--- config.mk ---
export PLATFORM = sky130hd
export DESIGN_NAME = bilevel_line_run_length_extractor_core
export DESIGN_NICKNAME = d
export VERILOG_FILES = /design/src/hw/rtl/blre_pkg.sv /design/src/hw/rtl/bilevel_line_run_length_extractor_core.sv /design/src/hw/rtl/blre_runs.sv /design/src/hw/rtl/blre_drain.sv
export SDC_FILE = /design/constraint.sdc
export NUM_CORES = 1
export LEC_CHECK = 0
export CORE_MARGIN = 3
export CORE_UTILIZATION = 55
export DETAILED_ROUTE_END_ITERATION = 6
export DONT_BUFFER_PORTS = 1
export PLACE_DENSITY = 0.73
export SLEW_MARGIN = 20
export SYNTH_ARGS = -nofsm -noshare
export SYNTH_HDL_FRONTEND = slang
export SYNTH_SLANG_ARGS = --single-unit
--- constraint.sdc ---
create_clock -name clk -period 20.1 [get_ports clk]
set_input_delay 2.01 -clock clk [delete_from_list [all_inputs] [get_ports clk]]
set_output_delay 2.01 -clock clk [all_outputs]
set_load 0.05 [all_outputs]
--- src/hw/rtl/blre_pkg.sv ---
// ----------------------------------------------------------------------------
// blre_pkg: shared types and constants of the bilevel run-length extractor
// Field widths, the register reset value and the run record that carries
// one result between the run finder, the result buffer and the output.
// ----------------------------------------------------------------------------
package blre_pkg;

  localparam int BYTE_W = 8;
  localparam int CFG_W = 11;
  localparam int RUN_W = 14;
  localparam int MAX_RUNS = 9;
  localparam int CNT_W = $clog2(MAX_RUNS + 1);
  localparam int PTR_W = $clog2(MAX_RUNS);
  localparam int DEF_MAX_LINE_BYTES = 1024;

  localparam logic [CFG_W-1:0] LINE_BYTES_RESET = CFG_W'(216);
  localparam logic [RUN_W-1:0] RUN_MAX = {RUN_W{1'b1}};

  typedef struct packed {
    logic [RUN_W-1:0] length;
    logic             color;
    logic             last;
  } run_t;

endpackage

--- src/hw/rtl/bilevel_line_run_length_extractor_core.sv ---
// ----------------------------------------------------------------------------
// bilevel_line_run_length_extractor_core: scan-line run-length extractor
// Turns packed 1-bit pixel bytes into alternating white and black runs.
// ----------------------------------------------------------------------------
// A byte of eight pixels (MSB first, 1 is black) is taken per beat. Each line
// opens with a white run, so a line starting in black first yields a
// zero-length white run; the run still open after cfg line_bytes bytes (0
// acts as 1, values above MAX_LINE_BYTES act as MAX_LINE_BYTES) is sent with
// out_line_end set. Runs saturate at eight times the line length. A byte
// passes from the input register to the result buffer, and the output
// register then sends its runs, one per cycle while out_stall is low; a
// byte yields up to 9 runs, and bytes without a colour change stream at
// one per cycle while out_stall is low.
module bilevel_line_run_length_extractor_core #(
  parameter int MAX_LINE_BYTES = blre_pkg::DEF_MAX_LINE_BYTES
) (
  input  logic                        clk,
  input  logic                        rst_n,
  input  logic                        cfg_we,
  input  logic [blre_pkg::CFG_W-1:0]  cfg_wdata,
  input  logic                        in_valid,
  output logic                        in_stall,
  input  logic [blre_pkg::BYTE_W-1:0] in_pixel_byte,
  output logic                        out_valid,
  input  logic                        out_stall,
  output logic [blre_pkg::RUN_W-1:0]  out_run_length,
  output logic                        out_run_color,
  output logic                        out_line_end
);

  localparam int LEN_W = $clog2(MAX_LINE_BYTES + 1);
  localparam int CMP_W = (LEN_W > blre_pkg::CFG_W) ? LEN_W : blre_pkg::CFG_W;
  localparam int CAP_W = (LEN_W + 3 > blre_pkg::RUN_W) ? LEN_W + 3 : blre_pkg::RUN_W;

  logic [blre_pkg::CFG_W-1:0]  line_bytes_r;
  logic [blre_pkg::BYTE_W-1:0] byte_r;
  logic                        byte_valid_r;
  logic [blre_pkg::RUN_W-1:0]  run_count_r;
  logic [blre_pkg::RUN_W-1:0]  run_count_nxt;
  logic                        run_color_r;
  logic                        run_color_nxt;
  logic [LEN_W-1:0]            byte_pos_r;
  logic [LEN_W-1:0]            byte_pos_nxt;
  logic [CMP_W-1:0]            lb_ext;
  logic [LEN_W-1:0]            line_len;
  logic [CAP_W-1:0]            cap_ext;
  logic [blre_pkg::RUN_W-1:0]  run_cap;
  blre_pkg::run_t              runs [blre_pkg::MAX_RUNS];
  logic [blre_pkg::CNT_W-1:0]  run_num;
  logic                        take;
  logic                        in_acc;

  assign lb_ext = CMP_W'(line_bytes_r);

  always_comb begin
    if (lb_ext == '0) begin
      line_len = LEN_W'(1);
    end else if (lb_ext > CMP_W'(MAX_LINE_BYTES)) begin
      line_len = LEN_W'(MAX_LINE_BYTES);
    end else begin
      line_len = lb_ext[LEN_W-1:0];
    end
  end

  assign cap_ext = CAP_W'({line_len, 3'b000});
  assign run_cap = (cap_ext > CAP_W'(blre_pkg::RUN_MAX)) ? blre_pkg::RUN_MAX
                                                         : cap_ext[blre_pkg::RUN_W-1:0];

  assign in_stall = byte_valid_r && !take;
  assign in_acc = in_valid && !in_stall;

  always_ff @(posedge clk) begin
    if (!rst_n) begin
      line_bytes_r <= blre_pkg::LINE_BYTES_RESET;
    end else if (cfg_we) begin
      line_bytes_r <= cfg_wdata;
    end
  end

  always_ff @(posedge clk) begin
    if (!rst_n) begin
      byte_valid_r <= 1'b0;
    end else if (in_acc) begin
      byte_valid_r <= 1'b1;
    end else if (take) begin
      byte_valid_r <= 1'b0;
    end
  end

  always_ff @(posedge clk) begin
    if (in_acc) begin
      byte_r <= in_pixel_byte;
    end
  end

  always_ff @(posedge clk) begin
    if (!rst_n) begin
      run_count_r <= '0;
      run_color_r <= 1'b0;
      byte_pos_r <= '0;
    end else if (take) begin
      run_count_r <= run_count_nxt;
      run_color_r <= run_color_nxt;
      byte_pos_r <= byte_pos_nxt;
    end
  end

  blre_runs #(
    .LEN_W(LEN_W)
  ) u_runs (
    .pixel_byte    (byte_r),
    .run_count     (run_count_r),
    .run_color     (run_color_r),
    .byte_pos      (byte_pos_r),
    .line_len      (line_len),
    .run_cap       (run_cap),
    .runs          (runs),
    .run_num       (run_num),
    .run_count_nxt (run_count_nxt),
    .run_color_nxt (run_color_nxt),
    .byte_pos_nxt  (byte_pos_nxt)
  );

  blre_drain u_drain (
    .clk            (clk),
    .rst_n          (rst_n),
    .ld_valid       (byte_valid_r),
    .ld_runs        (runs),
    .ld_num         (run_num),
    .ld_take        (take),
    .out_valid      (out_valid),
    .out_stall      (out_stall),
    .out_run_length (out_run_length),
    .out_run_color  (out_run_color),
    .out_line_end   (out_line_end)
  );

endmodule

--- src/hw/rtl/blre_runs.sv ---
// ----------------------------------------------------------------------------
// blre_runs: run finder for one pixel byte
// Walks the eight pixels of a byte from the open run state and lists every
// closed run, plus the final run when the byte completes the line.
// ----------------------------------------------------------------------------
module blre_runs #(
  parameter int LEN_W = 11
) (
  input  logic [blre_pkg::BYTE_W-1:0] pixel_byte,
  input  logic [blre_pkg::RUN_W-1:0]  run_count,
  input  logic                        run_color,
  input  logic [LEN_W-1:0]            byte_pos,
  input  logic [LEN_W-1:0]            line_len,
  input  logic [blre_pkg::RUN_W-1:0]  run_cap,
  output blre_pkg::run_t              runs [blre_pkg::MAX_RUNS],
  output logic [blre_pkg::CNT_W-1:0]  run_num,
  output logic [blre_pkg::RUN_W-1:0]  run_count_nxt,
  output logic                        run_color_nxt,
  output logic [LEN_W-1:0]            byte_pos_nxt
);

  logic [LEN_W-1:0] pos_inc;

  assign pos_inc = byte_pos + LEN_W'(1);

  always_comb begin
    logic [blre_pkg::RUN_W-1:0] rc;
    logic                       col;
    logic [blre_pkg::CNT_W-1:0] n;
    rc = run_count;
    col = run_color;
    n = '0;
    for (int k = 0; k < blre_pkg::MAX_RUNS; k++) begin
      runs[k] = '0;
    end
    for (int i = blre_pkg::BYTE_W - 1; i >= 0; i--) begin
      if (pixel_byte[i] == col) begin
        if (rc < run_cap) begin
          rc = rc + blre_pkg::RUN_W'(1);
        end
      end else begin
        runs[n[blre_pkg::PTR_W-1:0]] = '{length: rc, color: col, last: 1'b0};
        n = n + blre_pkg::CNT_W'(1);
        rc = blre_pkg::RUN_W'(1);
        col = pixel_byte[i];
      end
    end
    if (pos_inc >= line_len) begin
      runs[n[blre_pkg::PTR_W-1:0]] = '{length: rc, color: col, last: 1'b1};
      n = n + blre_pkg::CNT_W'(1);
      rc = '0;
      col = 1'b0;
      byte_pos_nxt = '0;
    end else begin
      byte_pos_nxt = pos_inc;
    end
    run_num = n;
    run_count_nxt = rc;
    run_color_nxt = col;
  end

endmodule

--- src/hw/rtl/blre_drain.sv ---
// ----------------------------------------------------------------------------
// blre_drain: result buffer and output register
// Holds one byte's runs and sends one beat per cycle while out_stall is low.
// A new batch is taken in the cycle its predecessor's last run leaves.
// ----------------------------------------------------------------------------
module blre_drain (
  input  logic                        clk,
  input  logic                        rst_n,
  input  logic                        ld_valid,
  input  blre_pkg::run_t              ld_runs [blre_pkg::MAX_RUNS],
  input  logic [blre_pkg::CNT_W-1:0]  ld_num,
  output logic                        ld_take,
  output logic                        out_valid,
  input  logic                        out_stall,
  output logic [blre_pkg::RUN_W-1:0]  out_run_length,
  output logic                        out_run_color,
  output logic                        out_line_end
);

  blre_pkg::run_t             runs_r [blre_pkg::MAX_RUNS];
  logic [blre_pkg::CNT_W-1:0] num_r;
  logic [blre_pkg::CNT_W-1:0] ptr_r;
  logic [blre_pkg::CNT_W-1:0] ptr_nxt;
  logic                       has_run;
  logic                       out_load;
  logic                       out_valid_r;
  blre_pkg::run_t             out_r;

  assign has_run = ptr_r != num_r;
  assign out_load = has_run && (!out_valid_r || !out_stall);
  assign ptr_nxt = ptr_r + blre_pkg::CNT_W'(out_load);
  assign ld_take = ld_valid && (ptr_nxt == num_r);

  always_ff @(posedge clk) begin
    if (!rst_n) begin
      num_r <= '0;
      ptr_r <= '0;
    end else if (ld_take) begin
      num_r <= ld_num;
      ptr_r <= '0;
    end else begin
      ptr_r <= ptr_nxt;
    end
  end

  always_ff @(posedge clk) begin
    if (ld_take) begin
      runs_r <= ld_runs;
    end
  end

  always_ff @(posedge clk) begin
    if (!rst_n) begin
      out_valid_r <= 1'b0;
    end else if (out_load) begin
      out_valid_r <= 1'b1;
    end else if (!out_stall) begin
      out_valid_r <= 1'b0;
    end
  end

  always_ff @(posedge clk) begin
    if (out_load) begin
      out_r <= runs_r[ptr_r[blre_pkg::PTR_W-1:0]];
    end
  end

  assign out_valid = out_valid_r;
  assign out_run_length = out_r.length;
  assign out_run_color = out_r.color;
  assign out_line_end = out_r.last;

endmodule
---- After elaboration in Yosys (flattened, before gate mapping) ----
Cells that the tools add are included.
cells by class
  reductions and logical operators ........ 20
  bitwise operators ....................... 10
  add/subtract/negate cells ............... 18
  equal/unequal tests ..................... 11
  multiplexer cells ....................... 79
  magnitude comparators ................... 28
operator list
  operator                 count
  $bwmux W144              8
  $mux W144                8
  $demux W16 S4            8
  $mux W14                 18
  $mux W16                 11
  $add A14 B1 Y14 const B  8
  $lt A14 B14 Y1           8
  $bmux W16 S4             1
  $ge A5 B5 Y1 const B     9
  $lt A5 B1 Y1 const B     8
  $not A4 Y5               8
  $mux W11                 3
  $mux W4                  8
  $add A4 B1 Y4 const B    7
  $gt A14 B14 Y1 const B   1
  $mux W1                  14
  $logic_and A1 B1 Y1      12
  $add A11 B1 Y11 const B  1
  $ge A11 B11 Y1           1
  $gt A11 B11 Y1 const B   1
  $logic_not A11 Y1        1
  $eq A1 B1 Y1             8
  $not A1 Y5               1
  $add A4 B1 Y4            1
  other kinds (9)          12
word-level totals
  bits in registers ....................... 215
  output and inout port bits .............. 18
  bits of input ports ..................... 24
  logic and storage cells ................. 205

---- Longest topological paths before layout ----
  word-level depth ........................ 31
  mapped depth ............................ 115
  mapped depth without buffers ............ 110

---- Hierarchy ----
A second synthesis with hierarchy kept.
second synthesis, totals
  cells, all modules ...................... 2552
  area total of the unflattened synthesis .. 22019.9 µm²
modules (own cells, without submodules)
  module                                  cells each  times used  area each (µm²)  seq. area each (µm²)
  blre_runs                               2102        1           13830.8          0.0
  blre_drain                              302         1           6393.6           4984.8
  bilevel_line_run_length_extractor_core  148         1           1795.5           1001.0

---- Worst setup path before layout ----
Ideal clock, no wire load.
  path type ............................... register to register
  start ................................... reg line_bytes_r (netlist bit lb_ext[10])
  end ..................................... reg u_drain.runs_r[127] (netlist name) (data pin)
  path slack .............................. -0.718 ns
  path buffers ............................ 6
  data required time ...................... 19.832 ns
  stages on the path, launching flop included .. 113
  data arrival time ....................... 20.550 ns
  setup time .............................. 0.268 ns
  clock period less this slack ............ 20.818 ns
  cells stage by stage .................... dfxtp_1 -> inv_1 -> clkbuf_1 -> nand2_1 -> ha_1 -> nand4_1 -> nor3_1 -> o211ai_1 -> nand3_1 -> clkbuf_1 -> nor3_1 -> xnor2_1 -> nand2b_1 -> inv_1 -> ha_1 -> a21oi_1 -> o21ai_0 -> a211o_1 -> [77 not listed] -> o21ai_0 -> inv_1 -> ha_1 -> a21oi_1 -> nor2b_1 -> o21ai_0 -> nand2b_1 -> a21oi_1 -> nor2b_1 -> o21ai_0 -> nand2b_1 -> a21oi_1 -> nor4b_1 -> a21o_1 -> nand4_1 -> and4bb_4 -> xnor2_4 -> o22ai_2
RTL lines
  item                    RTL line                                      text
  from (decl)             bilevel_line_run_length_extractor_core.sv:35  logic [blre_pkg::CFG_W-1:0] line_bytes_r;
  from (signal assigned)  bilevel_line_run_length_extractor_core.sv:74  line_bytes_r <= blre_pkg::LINE_BYTES_RESET;
  from (signal assigned)  bilevel_line_run_length_extractor_core.sv:76  line_bytes_r <= cfg_wdata;
  to (signal assigned)    blre_drain.sv:48                              runs_r <= ld_runs;
  to (decl)               blre_drain.sv:20                              blre_pkg::run_t runs_r [blre_pkg::MAX_RUNS];

==> impl_results.md <==
- Result of the run: finished clean
- Critical path's slowest cell: sky130_fd_sc_hd__or4_4
- Cell family with the largest share of critical-path delay: simple AND/OR/NAND/NOR gates
- Rows: 70
- Largest stage delay on the critical path: about 0.54 ns
- Max-cap violations: 0
- Total inserted antenna cells: 0
- Count of flip-flops with a built-in enable after synthesis: 168
- Final-report max-slew violation count: 0
- Clock-pin slew on the worst setup and hold paths: roughly 0.060 ns
- Path type of the worst min-delay path: reg2reg
- GRT Residual Overflow: 0
- Tightest slew margin relative to the limit: between 10% and 20%
- Routability congestion estimate from global placement: 1.05
- Top flip-flop cell by instance count after synthesis: sky130_fd_sc_hd__edfxtp_1
- Total of endpoints with negative setup slack in the final report: 0
- Crit path buffers/inverters: 10
- Setup CP Type: reg2reg
- Average wire length per cell after detail routing: between 20 and 30 microns
- Port bufs: 0
- Half-perimeter wire length after detailed placement: 61300 microns
- Clock buffers created by TritonCTS: 23
- Slew @ Worst Pin: roughly 1.2 ns
- Relative area change from synthesis to final layout: 18.3%
- Cell depth of the worst hold path: 1
- Overall die area: about 40000 sq um
- Post-Syn Area: about 21000 sq um
- Min cycle time layout: 19.59 ns
- Total Routed Length: 81600 microns
- Total number of H-tree levels: 1
- Bufs on Longest Clock Path: 3
- CP Launch Type: flop
- CTS tree: done
- Horiz. Die Dim: about 200 microns
- Vert. Die Dim: roughly 200 microns
- Fraction of registers with async set or reset after synthesis: 0%
- CP dominant cell by count: sky130_fd_sc_hd__a21oi_2
- Initial antenna violation count: 1
- Largest fanout on the critical path: 10
- Fin nets: 2733
- Maximum number of pins on one net before global-route repair: just over 90
- Post-synthesis sequential area ratio: a little under 30%
- Commonest non-fill, non-tap cells in the layout: sky130_fd_sc_hd__buf_4, sky130_fd_sc_hd__nand2_1, sky130_fd_sc_hd__nor2_1
- Logic depth of the worst register-to-register path: a little over 100
- Top-level I/O count: 42
- Effective utilization at floorplan: between 50% and 60%
- Number of instances in the synthesized netlist: about 2400
- Number of DRC markers after the initial detailed-route iteration: 2723
- First-pass iteration count of the detailed router: 6
- Layout Skew: between 0.01 and 0.015 ns
- Syn_area_per_cell: between 8 and 9 sq um
- Required arrival time at the worst endpoint: 20.33 ns
- Count of unique library cells instantiated by Yosys: 99
- Cell count along the critical path: a little over 100
- DRT antenna net count: 0
- CTS sink cnt: 215
- Nature of the critical path endpoint: flop
- Area of the placeable core: around 37000 sq um
- Most common cell after layout, fill and taps aside: sky130_fd_sc_hd__buf_4
- DRC violation count after routing: 0
- Via count of the first global-routing pass: a little under 20000
- Flops & latches, synth: 215
- Gr usage total: between 30% and 40%
- Number of synthesis warnings: 0
- Via count: roughly 21000
- Source-to-sink clock delay at the later pin of the worst-skew pair: 0.53 ns
- Share of the clock period used by the worst path: 97.5%
- Global-route wire length before repair: between 100000 and 150000 microns
- Share of post-route cells with drive strength above 1: 21.0%
- Final hold violations: 0
- Buffer type at the clock tree root: sky130_fd_sc_hd__clkbuf_16
- Worst slack, placed: -0.649 ns
- Worst path arrival time: 19.82 ns
- Via/cell ratio: about 7
- Maximum achievable frequency: a little over 0.05 GHz
- Crit path setup slack, layout: just over 0.5 ns
## flip-flops by register name, indices dropped and copies added (netlist names)
register,flops
u_drain.out_run_color,1
u_drain.out_run_length,14
run_color_r,1
run_count_r,14
byte_pos_r,11
u_drain.num_r,4
u_drain.out_valid,1
u_drain.out_line_end,1
u_drain.ptr_r,4
lb_ext,11
byte_valid_r,1
byte_r,8
u_drain.runs_r,144
## cells in the mapped netlist, types with 8 or more instances
master                     count  area [sq um]
sky130_fd_sc_hd__a211oi_1    136          1020
sky130_fd_sc_hd__a21o_1       36           270
sky130_fd_sc_hd__a21oi_1     144           721
sky130_fd_sc_hd__a221oi_1     37           324
sky130_fd_sc_hd__a22o_1       17           149
sky130_fd_sc_hd__a311oi_1      9          78.8
sky130_fd_sc_hd__a31oi_1      18           113
sky130_fd_sc_hd__and2_1       33           206
sky130_fd_sc_hd__and3_1       26           163
sky130_fd_sc_hd__and4_1       10          87.6
sky130_fd_sc_hd__buf_1        20          75.1
sky130_fd_sc_hd__clkbuf_1    127           477
sky130_fd_sc_hd__dfxtp_1      47           941
sky130_fd_sc_hd__edfxtp_1    168          5040
sky130_fd_sc_hd__ha_1        143          1790
sky130_fd_sc_hd__inv_1        88           330
sky130_fd_sc_hd__mux2_2       15           169
sky130_fd_sc_hd__mux2i_1      50           500
sky130_fd_sc_hd__mux4_2       32           721
sky130_fd_sc_hd__nand2_1     216           811
sky130_fd_sc_hd__nand2b_1     24           150
sky130_fd_sc_hd__nand3_1      79           395
sky130_fd_sc_hd__nand4_1      33           206
sky130_fd_sc_hd__nor2_1      186           698
sky130_fd_sc_hd__nor2b_1      34           213
sky130_fd_sc_hd__nor3_1       66           330
sky130_fd_sc_hd__nor4_1       31           194
sky130_fd_sc_hd__o211ai_1     79           593
sky130_fd_sc_hd__o21a_1       19           143
sky130_fd_sc_hd__o21ai_0     163           816
sky130_fd_sc_hd__o21ai_1      12          60.1
sky130_fd_sc_hd__o221ai_1     25           219
sky130_fd_sc_hd__o22ai_1      10          62.6
sky130_fd_sc_hd__o311ai_0      8          70.1
sky130_fd_sc_hd__o31ai_1      13          97.6
sky130_fd_sc_hd__or2_2         8          50.1
sky130_fd_sc_hd__or3_1         9          56.3
sky130_fd_sc_hd__xnor2_1      66           578
sky130_fd_sc_hd__xor2_1       22           193
## layer usage
layer | part of all wire [%] | wire, microns | track usage, %
met1 | 40 | 32700 | 53.3
met2 | 44 | 35800 | 60.1
met3 | 9.7 | 7900 | 7.10
met4 | 6.4 | 5210 | 19.8
met5 | 0 | 0 | 0
## area by class of cell
type	count	area [sq um]
Fill cell	3005	12400
Multi-Input combinational cell	1982	14800
Clock buffer	26	597
Clock inverter	16	144
Sequential cell	215	5990
Tap cell	468	586
Inverter	97	374
Timing Repair Buffer	246	1870
## cells by family after synthesis
group                    share of synthesized area (%)
AO/OA/AOI/OAI                                     26.8
XOR/XNOR                                          3.99
adder cells (fa/ha/maj)                           8.80
buffers and inverters                             4.77
flip-flops                                        29.1
multiplexers                                      7.08
other                                           0.0182
AND/OR/NAND/NOR                                   19.5
## through the flow
stage | utilization [%] | std cells | cell area, sq um | hold slack (ns) | setup TNS, ns
2_1_floorplan | - | 2451 | 20800 | 0.466 | 0
3_3_place_gp | 60.4 | 2945 | 22200 | 0.485 | -0.484
3_5_place_dp | 60.4 | 2945 | 22200 | 0.489 | -23.55
4_1_cts | 62.9 | 2995 | 23100 | 0.508 | 0
5_1_grt | 66.3 | 3050 | 24300 | 0.536 | -16.33
6_report | 66.3 | 3050 | 24300 | 0.508 | 0
## timing repair
action / CTS / global route
setup endpoints to repair: 92 / 95
hold buffers: 0 / 0
cloned: 0 / 1
gates resized for setup: 22 / 186
pin swaps: 6 / 119
hold endpoints to repair: 0 / 0
buffers inserted: 8 / 54
## worst paths after layout
check                       from                 to  slack [ns]
setup / recovery       lb_ext[5]  u_drain.runs_r[2]        0.51
hold / removal    byte_pos_r[10]     byte_pos_r[10]        0.51
hold reg to reg   byte_pos_r[10]     byte_pos_r[10]        0.51
setup reg to reg       lb_ext[5]  u_drain.runs_r[2]        0.51
Power is left out: the tool's default activity adds up to more than one toggle a clock period on the data nets, which glitch-free logic cannot reach.
